File: src/sv/fsc_pkg.sv
// fsc_pkg: shared types and constants for the frame sum checker.
// No dependencies; imported by every fsc_* module and the top level.

package fsc_pkg;

    localparam logic [7:0] HDR_FIRST  = 8'hEF;
    localparam logic [7:0] HDR_SECOND = 8'h01;
    localparam logic [7:0] MIN_LEN    = 8'd2;

    typedef enum logic [2:0] {
        PH_IDLE    = 3'd0,
        PH_HDR2    = 3'd1,
        PH_TYPE    = 3'd2,
        PH_SKIP    = 3'd3,
        PH_LEN     = 3'd4,
        PH_PAYLOAD = 3'd5,
        PH_CSUM_HI = 3'd6,
        PH_CSUM_LO = 3'd7
    } phase_t;

    typedef enum logic [1:0] {
        ST_OK         = 2'd0,
        ST_BAD_HEADER = 2'd1,
        ST_BAD_LENGTH = 2'd2,
        ST_BAD_SUM    = 2'd3
    } status_t;

    typedef struct packed {
        logic [7:0] data_byte;
        logic       first;
    } in_item_t;

    typedef struct packed {
        logic       frame_ok;
        status_t    status;
        logic [7:0] packet_type;
    } result_t;

endpackage

File: src/sv/fsc_parse.sv
// fsc_parse: frame parser state and one-byte step logic.
// Depends on fsc_pkg (phase_t, status_t, in_item_t, result_t).

module fsc_parse
    import fsc_pkg::*;
(
    input  logic     clk,
    input  logic     rst_n,
    input  logic     step,
    input  in_item_t item,
    output logic     res_valid,
    output result_t  res
);

    phase_t      phase_reg,   phase_next;
    logic [15:0] sum_reg,     sum_next;
    logic [7:0]  left_reg,    left_next;
    logic [7:0]  csum_hi_reg, csum_hi_next;
    logic [7:0]  type_reg,    type_next;

    logic [7:0]  b;
    logic [7:0]  left_dec;

    assign b        = item.data_byte;
    assign left_dec = left_reg - 8'd1;

    always_comb
    begin
        phase_next   = phase_reg;
        sum_next     = sum_reg;
        left_next    = left_reg;
        csum_hi_next = csum_hi_reg;
        type_next    = type_reg;
        res_valid    = 1'b0;
        res.status   = ST_OK;
        res.packet_type = type_reg;
        if (item.first)
        begin
            // restart: any frame in progress is dropped
            sum_next     = '0;
            left_next    = '0;
            csum_hi_next = '0;
            type_next    = '0;
            if (b != HDR_FIRST)
            begin
                res_valid       = 1'b1;
                res.status      = ST_BAD_HEADER;
                res.packet_type = '0;
                phase_next      = PH_IDLE;
            end
            else
            begin
                phase_next = PH_HDR2;
            end
        end
        else
        begin
            case (phase_reg)
                PH_HDR2:
                begin
                    if (b != HDR_SECOND)
                    begin
                        res_valid       = 1'b1;
                        res.status      = ST_BAD_HEADER;
                        res.packet_type = '0;
                        phase_next      = PH_IDLE;
                    end
                    else
                    begin
                        phase_next = PH_TYPE;
                    end
                end
                PH_TYPE:
                begin
                    type_next  = b;
                    sum_next   = {8'd0, b};
                    phase_next = PH_SKIP;
                end
                PH_SKIP:
                begin
                    phase_next = PH_LEN;
                end
                PH_LEN:
                begin
                    if (b < MIN_LEN)
                    begin
                        res_valid  = 1'b1;
                        res.status = ST_BAD_LENGTH;
                        phase_next = PH_IDLE;
                    end
                    else
                    begin
                        sum_next   = sum_reg + {8'd0, b};
                        left_next  = b - MIN_LEN;
                        phase_next = (b == MIN_LEN) ? PH_CSUM_HI : PH_PAYLOAD;
                    end
                end
                PH_PAYLOAD:
                begin
                    sum_next  = sum_reg + {8'd0, b};
                    left_next = left_dec;
                    if (left_dec == 8'd0)
                    begin
                        phase_next = PH_CSUM_HI;
                    end
                end
                PH_CSUM_HI:
                begin
                    csum_hi_next = b;
                    phase_next   = PH_CSUM_LO;
                end
                PH_CSUM_LO:
                begin
                    res_valid  = 1'b1;
                    res.status = ({csum_hi_reg, b} == sum_reg) ? ST_OK : ST_BAD_SUM;
                    phase_next = PH_IDLE;
                end
                default:
                begin
                    // idle: unmarked bytes are dropped
                end
            endcase
        end
        res.frame_ok = (res.status == ST_OK);
    end

    always_ff @(posedge clk or negedge rst_n)
    begin
        if (!rst_n)
        begin
            phase_reg   <= PH_IDLE;
            sum_reg     <= '0;
            left_reg    <= '0;
            csum_hi_reg <= '0;
            type_reg    <= '0;
        end
        else if (step)
        begin
            phase_reg   <= phase_next;
            sum_reg     <= sum_next;
            left_reg    <= left_next;
            csum_hi_reg <= csum_hi_next;
            type_reg    <= type_next;
        end
    end

endmodule

File: config.mk
export PLATFORM = sky130hd
export DESIGN_NAME = fsc_parse
export DESIGN_NICKNAME = d
export VERILOG_FILES = /design/src/sv/fsc_pkg.sv /design/src/sv/fsc_parse.sv
export SDC_FILE = /design/constraint.sdc
export NUM_CORES = 1
export LEC_CHECK = 0
export ABC_AREA = 1
export ABC_CLOCK_PERIOD_IN_PS = 2200
export BUFFER_PORTS_ARGS = -buffer_cell sky130_fd_sc_hd__buf_2
export CAP_MARGIN = 15
export CORE_UTILIZATION = 40
export DETAILED_ROUTE_END_ITERATION = 7
export SLEW_MARGIN = 40
export SYNTH_ARGS = -nofsm -noshare
export SYNTH_HDL_FRONTEND = slang
export SYNTH_SLANG_ARGS = --single-unit
File: constraint.sdc
create_clock -name clk -period 2.2 [get_ports clk]
set_input_delay 0 -clock clk [delete_from_list [all_inputs] [get_ports clk]]
set_output_delay 0 -clock clk [all_outputs]
set_load 0.02 [all_outputs]
==> Word-level counts from Yosys, hierarchy flattened <==
Cells that the tools add are included.
{ "totals": {"regBits": 43, "out_inout_bits": 12, "elab_cells": 63} }
{ "classes": {"add_sub_neg": 3, "n_lt_le_gt_ge": 1, "n_eq_ne": 13, "n_mux": 29, "n_reduce_logical": 12} }
{ "ops": {"columns": ["op", "count"], "rows": [
  ["two-way mux 8 bit", 7],
  ["case mux 16 bit (3 select lines)", 1],
  ["two-way mux 16 bit", 2],
  ["case mux 3 bit (7 select lines)", 1],
  ["two-way mux 9 bit", 2],
  ["adder 16 x 8 -> 16 bit", 1],
  ["equality test 16 bit", 1],
  ["case mux 8 bit (2 select lines)", 1],
  ["equality test 3 bit, second input constant", 4],
  ["two-way mux 10 bit", 1],
  ["two-way mux 3 bit", 3],
  ["AND reduction 3 bit", 3],
  ["equality test 8 x 2 -> 1 bit, second input constant", 1],
  ["zero test 8 bit", 1],
  ["less-than comparator 8 x 2 -> 1 bit, second input constant", 1],
  ["two-way mux 2 bit", 4],
  ["!= test 8 x 1 -> 1 bit, second input constant", 1],
  ["!= test 8 bit, second input constant", 1],
  ["nonzero test 8 bit", 1],
  ["subtractor 8 x 1 -> 8 bit, second input constant", 1],
  ["subtractor 8 x 2 -> 8 bit, second input constant", 1],
  ["equality test 3 x 2 -> 1 bit, second input constant", 2],
  ["!= test 3 bit, second input constant", 2],
  ["case mux 2 bit (3 select lines)", 1],
  ["8 further kinds", 14]
]} }

==> Depth between registers and ports, before layout <==
Gate-level depths: netlist of the first run.
{ "logic_depth": {"word_depth": 5, "ltp_mapped": 14} }

==> Worst setup path before layout of the first run <==
OpenSTA, ideal clock, no wires.
{ "synth_path": {"path_type": "register to output", "from": "register sum_reg[7]", "to": "output port res[10] (netlist bit)", "arrival_ns": 1.759, "t_required_ns": 2.200, "setup_slack_ns": 0.441, "path_stages_with_launch": 11, "n_path_buf": 0, "cell_sequence": "dfrtp_1 ha_1 nor2_1 nand3_1 nor2_1 nand2_1 o21bai_1 nand2_1 nand2_1 nand2_1 nor2_1"} }
{ "synth_rtl": {"columns": ["item", "line", "rtl"], "rows": [
  ["start, declared", "fsc_parse.sv:16", "logic [15:0] sum_reg, sum_next;"],
  ["start signal, assigned", "fsc_parse.sv:140", "sum_reg <= sum_next;"],
  ["end, declared", "fsc_parse.sv:12", "output result_t res"]
]} }

==> results_dict.tcl, run 1 <==
set metrics [dict create \
    grt_overflow_total 0 \
    syn-num-nets 516 \
    comb_power_share_pct 35.2 \
    via_count 3147 \
    setup_viol 0 \
    start_kind "register" \
    cp_max_fo 2 \
    start_util_pct 41.81 \
    seqPwrFrac_pct 39.1 \
    min_path_type "in -> reg" \
    required_ps 2200 \
    cts_buffer_depth 2 \
    clock_tree.root_cell "clkbuf_8" \
    hold_depth 4 \
    initialDrtViolationCount 145 \
    core-area_sq_um 7807 \
    post_cts_buffers 0 \
    run_status "finished clean" \
    worst_slew_pin_slew_ps 540.3 \
    setup_tns_ps 0 \
    min_period_over_period_pct 90.74 \
    p_switching_mw 0.9657 \
    dpl.hpwl_mm 6.708 \
    grt_pass1_vias 3023 \
    area_growth_pct 12.96 \
    floorplan.die.width_um 92.34 \
    routed_wirelength_mm 8.568 \
    antenna_found_initial 0 \
    fin_crit_ps 1996 \
    reg2reg_depth 13 \
    cts_tree "done" \
    reg2reg_slack_ps 240 \
    dieHeight_um 92.34 \
    placed_cell_area_sq_um 3485 \
    end_kind "primary output" \
    antenna_left 0 \
    cpMaxStageDelayCell "dfrtp_1" \
    ys.flop_type "dfrtp_1" \
    n_antenna_cell 0 \
    skew_ps 6.045 \
    p_leak_nw 1.834 \
    rsz0062_at_grt "false" \
    insertion_delay_ps 300 \
    cp_num_buf_inv 1 \
    synth_cell_types 37 \
    cts.reportedPaths.clkPinSlew_ps 90 \
    cts_made_buffers 5 \
    fill_cells 829 \
    synthesis.area_per_instance_sq_um 6.635 \
    hold_violations 0 \
    routedWlPerCell_um 13.77 \
    power_frac_clock_pct 25.6 \
    grt_pass1_wl_mm 14.52 \
    drive_above_1_share_pct 15.19 \
    io_pins 24 \
    ys_seq_area_share_pct 32.96 \
    postLayoutCellArea_sq_um 3687 \
    drv_cap 0 \
    fmax_mhz 500.9 \
    swShare_pct 38.43 \
    rows 32 \
    design.die.area_sq_um 8526 \
    largest_register_ffs 16 \
    critPathMostFrequentCell "nand2_1" \
    power_density_nw_per_um2 681.5 \
    htree_levels 2 \
    min_from "item[2]" \
    relSlewSlack_pct 63.98 \
    worstPathCellList "ha_1 -> nor2_1 -> nand3_1 -> nor2_2 -> nand2_1 -> o21bai_1 -> nand2_1 -> nand2_1 -> nand2_1 -> nor2_1 -> buf_4" \
    portBuffers 23 \
    syn_area_sq_um 3264 \
    netlist_instances 492 \
    place.gp.congestion 0.9092 \
    grt_max_degree 24 \
    clock-sinks 43 \
    r2r-start "sum_reg[0]$_DFFE_PN0P_" \
    peakVddDrop_uv 324.5 \
    worstSetupPathType "reg -> out" \
    cp_data_arrival_time_ps 2000 \
    hold_path_end "left_reg[1]$_DFFE_PN0P_" \
    fin_nets 543 \
    crit_path_max_incr_delay_ps 390 \
    power.internal_mw 1.547 \
    grt_usage_pct 21.68 \
    crit_family "simple AND/OR/NAND/NOR gates" \
    timing.rr.end "sum_reg[10]$_DFFE_PN0P_" \
    drt_first_pass_iters 5 \
    async_reset_ff_share_pct 100.0 \
    viasPerCell 5.059 \
    ys_seq_elements 43 \
    maxSlewViolCount 0 \
    drc_errors 0 \
    ys_warn_count 0 \
    synth_enable_flop_cells 0 \
]
## cell type report
| cell class | instances | area (sq um) | share of cell area, % |
|---|---|---|---|
| multi-input cells | 367 | 1928 | 52.29 |
| flip-flops and latches | 43 | 1076 | 29.18 |
| inverters | 73 | 277.8 | 7.533 |
| repair buffers | 29 | 165.2 | 4.479 |
| well taps | 102 | 127.6 | 3.461 |
| clock buffers | 5 | 68.82 | 1.866 |
| clock inverters | 3 | 43.79 | 1.188 |
## how the worst max path moves through the flow
stage,from,endpoint,cells after the start
3_5_place_dp,sum_reg[0]$_DFFE_PN0P_,sum_reg[10]$_DFFE_PN0P_,13
3_3_place_gp,sum_reg[0]$_DFFE_PN0P_,sum_reg[10]$_DFFE_PN0P_,13
5_1_grt,sum_reg[0]$_DFFE_PN0P_,res[10],11
2_1_floorplan,sum_reg[7]$_DFFE_PN0P_,res[10],10
6_report,sum_reg[0]$_DFFE_PN0P_,res[10],11
4_1_cts,sum_reg[7]$_DFFE_PN0P_,res[10],11
## per-stage QoR
stage	power [mW]	hold WS [ps]	std cells	setup slack [ps]	utilization [%]
3_5_place_dp	1.827	11.70	613	271.0	44.63
5_1_grt	2.694	133.3	622	22.55	47.23
2_1_floorplan	1.603	-295.6	492	441.0	-
6_report	2.513	96.80	622	203.8	47.23
4_1_cts	2.480	84.84	622	37.28	46.20
3_3_place_gp	1.826	13.10	613	331.1	44.63
## routing by layer
layer / wire length [um] / up-vias / global-route usage (%) / share of wire [%]
met2: 3935 / 67 / 34.32 / 46
met5: 0 / - / 0 / 0
met4: 178 / 0 / 7.813 / 2.1
met1: 4118 / 1437 / 29.97 / 48
li1: - / 1631 / - / -
met3: 336 / 12 / 3.202 / 3.9
## power by group through the flow
stage,Sequential (mW),Combinational (mW),Clock [mW]
3_3_place_gp,0.991,0.836,0
4_1_cts,0.976,0.842,0.662
2_1_floorplan,0.960,0.644,0
3_5_place_dp,0.991,0.836,0
5_1_grt,0.999,0.999,0.696
6_report,0.984,0.885,0.644
## cell families after synthesis
kind of cell,Yosys count,share of synthesized area (%)
buf+inv,82,10.35
fa+ha+maj,12,4.829
simple gates,279,38.14
flops,43,32.96
compound gates,70,12.11
xor+xnor,6,1.610
## cell usage in the layout (no fill, tap or decap), types with 2 or more instances in the layout
| cell | synthesis | routed |
|---|---|---|
| xor2_1 | 6 | 6 |
| nor2_4 | 3 | 3 |
| o21ai_0 | 27 | 27 |
| ha_4 | 0 | 6 |
| o211ai_1 | 4 | 4 |
| nand3_1 | 39 | 39 |
| nor2_2 | 4 | 5 |
| nand4_1 | 3 | 3 |
| nor3_1 | 18 | 18 |
| o21ai_1 | 10 | 10 |
| dfrtp_1 | 43 | 43 |
| nor2_8 | 2 | 2 |
| a21oi_2 | 4 | 4 |
| nor2_1 | 54 | 53 |
| inv_2 | 8 | 8 |
| ha_1 | 11 | 5 |
| inv_1 | 63 | 63 |
| nand2_1 | 142 | 142 |
| buf_2 | 5 | 22 |
| nand2_4 | 3 | 3 |
| clkinv_2 | 1 | 2 |
| a21oi_1 | 14 | 14 |
| buf_4 | 0 | 6 |
| o22ai_1 | 5 | 5 |
| o21bai_1 | 2 | 2 |
| nand2_2 | 8 | 8 |
| clkbuf_8 | 0 | 5 |
## tightest hold or removal path: stages
cell and delay [ps]:
buf_2 140, o22ai_1 100, nand2_1 50, o21ai_0 60
## cells in the mapped netlist, types with 6 or more instances
master / n / area share, %
nand2_1: 142 / 16
inv_1: 63 / 7.2
nor2_1: 54 / 6.2
dfrtp_1: 43 / 33
nand3_1: 39 / 6.0
o21ai_0: 27 / 4.1
nor3_1: 18 / 2.8
a21oi_1: 14 / 2.1
ha_1: 11 / 4.2
o21ai_1: 10 / 1.5
inv_2: 8 / 0.92
nand2_2: 8 / 1.5
xor2_1: 6 / 1.6
## timing repair
action                     CTS  global route
hold buffers                 1             0
gates resized for setup      0            12
hold endpoints to repair    20             0
setup endpoints to repair    0             2
(Power assumes the default switching activity.)
==> inputs of run 2 (changes only) <==
--- a/config.mk
+++ b/config.mk
@@ -6,7 +6,7 @@
 export NUM_CORES = 1
 export LEC_CHECK = 0
 export ABC_AREA = 1
-export ABC_CLOCK_PERIOD_IN_PS = 2200
+export ABC_CLOCK_PERIOD_IN_PS = 2300
 export BUFFER_PORTS_ARGS = -buffer_cell sky130_fd_sc_hd__buf_2
 export CAP_MARGIN = 15
 export CORE_UTILIZATION = 40
==> constraint.sdc (replaced) <==
create_clock -name clk -period 2.3 [get_ports clk]
set_input_delay 0 -clock clk [delete_from_list [all_inputs] [get_ports clk]]
set_output_delay 0 -clock clk [all_outputs]
set_load 0.02 [all_outputs]
==> run 2 against run 1 <==
Effect of this change:
- sequential cell count is the same
- routed wire length is 0.22% lower
- non-clock buffer count shrank 3
- final area decreased by 2.6%
- first-iteration DRC count decreased by 5.5%
- sequential share of layout area increased by 0.79 points
- die area is the same
- global-route usage fell by 0.14 points
- setup slack got worse by 47 ps
==> results_dict.tcl, run 2 (synthesized netlist as in run 1, its figures left out) <==
set metrics [dict create \
    clock-sinks 43 \
    core-area_sq_um 7807 \
    cts_tree "done" \
    relSlewSlack_pct 59.72 \
    worstPathCellList "ha_1 -> nor2_1 -> nand3_1 -> nor2_1 -> nand2_1 -> o21bai_1 -> nand2_1 -> nand2_1 -> nand2_1 -> nor2_1 -> buf_2" \
    cp_data_arrival_time_ps 2140 \
    fin_nets 540 \
    grt_usage_pct 21.54 \
    hold_violations 0 \
    insertion_delay_ps 300 \
    cpMaxStageDelayCell "dfrtp_1" \
    seqPwrFrac_pct 39.7 \
    cts_made_buffers 5 \
    n_antenna_cell 0 \
    comb_power_share_pct 34.3 \
    grt_pass1_vias 2954 \
    required_ps 2300 \
    grt_pass1_wl_mm 14.35 \
    io_pins 24 \
    final_cell_mix "141 x nand2_1, 63 x inv_1, 54 x nor2_1" \
    area_growth_pct 9.965 \
    clock_tree.root_cell "clkbuf_8" \
    viasPerCell 5.019 \
    crit_family "simple AND/OR/NAND/NOR gates" \
    drt_first_pass_iters 4 \
    run_status "finished clean" \
    place.gp.congestion 0.8849 \
    cts_buffer_depth 2 \
    grt_max_degree 30 \
    floorplan.die.width_um 92.34 \
    dieHeight_um 92.34 \
    power_density_nw_per_um2 655.7 \
    portBuffers 23 \
    start_util_pct 41.81 \
    power_frac_clock_pct 26.0 \
    post_cts_buffers 0 \
    min_period_over_period_pct 93.18 \
    fmax_mhz 466.6 \
    skew_ps 6.482 \
    rows 32 \
    cts.reportedPaths.clkPinSlew_ps 90 \
    maxSlewViolCount 0 \
    worstSetupPathType "reg -> out" \
    p_switching_mw 0.9120 \
    setup_viol 0 \
    htree_levels 2 \
    routed_wirelength_mm 8.549 \
    critPathMostFrequentCell "nand2_1" \
    routedWlPerCell_um 13.81 \
    power_mw 2.354 \
    largest_register_ffs 16 \
    cp_max_fo 6 \
    initialDrtViolationCount 137 \
    antenna_found_initial 0 \
    design.die.area_sq_um 8526 \
    cp_num_buf_inv 1 \
    rsz0062_at_grt "false" \
    min_path_type "in -> reg" \
    power.internal_mw 1.442 \
    drv_cap 0 \
    grt_overflow_total 0 \
    drive_above_1_share_pct 13.73 \
    drc_errors 0 \
    start_kind "register" \
    antenna_left 0 \
    p_leak_nw 1.820 \
    end_kind "primary output" \
    peakVddDrop_uv 310.1 \
    fin_crit_ps 2143 \
    worst_slew_pin_slew_ps 604.1 \
    crit_path_max_incr_delay_ps 400 \
    setup_tns_ps 0 \
    via_count 3107 \
    fill_cells 813 \
    final_common_cell "nand2_1" \
    dpl.hpwl_mm 6.809 \
    swShare_pct 38.75 \
]
==> run 2: path summary, 6_finish.rpt <==
| kind | endpoint | slack (ps) | cells after the start | startpoint |
|---|---|---|---|---|
| max in group asynchronous | sum_reg[15]$_DFFE_PN0P_ | 1430 | 3 | rst_n |
| worst min-delay path | left_reg[1]$_DFFE_PN0P_ | 120 | 4 | item[2] |
| worst max register to register | sum_reg[10]$_DFFE_PN0P_ | 250 | 13 | sum_reg[0]$_DFFE_PN0P_ |
| min in group asynchronous | sum_reg[4]$_DFFE_PN0P_ | 150 | 2 | rst_n |
| worst min register to register | sum_reg[3]$_DFFE_PN0P_ | 500 | 2 | sum_reg[3]$_DFFE_PN0P_ |
| worst max-delay path | res[10] | 160 | 11 | sum_reg[7]$_DFFE_PN0P_ |
==> run 2: power by group through the flow <==
stage	clock network [mW]	logic (mW)	registers (mW)
after floorplan	0	0.616	0.918
after global placement	0	0.793	0.948
after detailed placement	0	0.800	0.947
final	0.611	0.808	0.934
after global routing	0.653	0.917	0.949
after CTS	0.623	0.805	0.933
==> run 2: worst reg2reg max path: stages (launching register included) <==
cell and delay [ps]:
dfrtp_1 380, ha_1 220, inv_1 70, fa_1 380, inv_1 100, nand3_1 90, nand2_2 120, nand2_1 90
nand2_1 100, nand2_1 60, nand2_1 120, nand2_2 70, nor2_1 110, nor2_2 50
==> run 2: per-stage QoR <==
step                cells  area (sq um)  setup slack (ps)  hold slack, ps  util (%)
detailed placement    610          3462             241.7          -44.90     44.34
global route          619          3590             20.45           142.6     45.98
finish                619          3590             156.8           118.6     45.98
CTS                   619          3585             129.2           111.0     45.91
global placement      610          3462             280.7          -48.35     44.34
floorplan             492          3264             541.0          -295.6         -
==> run 2: repair_timing <==
| action | 4_1_cts | 5_1_grt |
|---|---|---|
| resized for setup | 0 | 2 |
| endpoints found under the setup margin | 0 | 2 |
| hold buffers | 1 | 0 |
| hold endpoints to repair | 14 | 0 |
==> run 2: layout make-up <==
class | instances | area [sq um] | share of cell area, %
Multi-Input combinational cell | 367 | 1856 | 51.69
Sequential cell | 43 | 1076 | 29.98
Inverter | 73 | 277.8 | 7.738
Timing Repair Buffer | 26 | 140.1 | 3.904
Tap cell | 102 | 127.6 | 3.555
Clock buffer | 5 | 68.82 | 1.917
Clock inverter | 3 | 43.79 | 1.220
==> run 2: metal layers <==
layer | up-vias | GRT usage (%) | wire [um]
met4 | 0 | 4.948 | 91
met1 | 1427 | 29.73 | 4220
met5 | - | 0 | 0
met3 | 8 | 2.874 | 306
met2 | 60 | 35.74 | 3930
li1 | 1612 | - | -
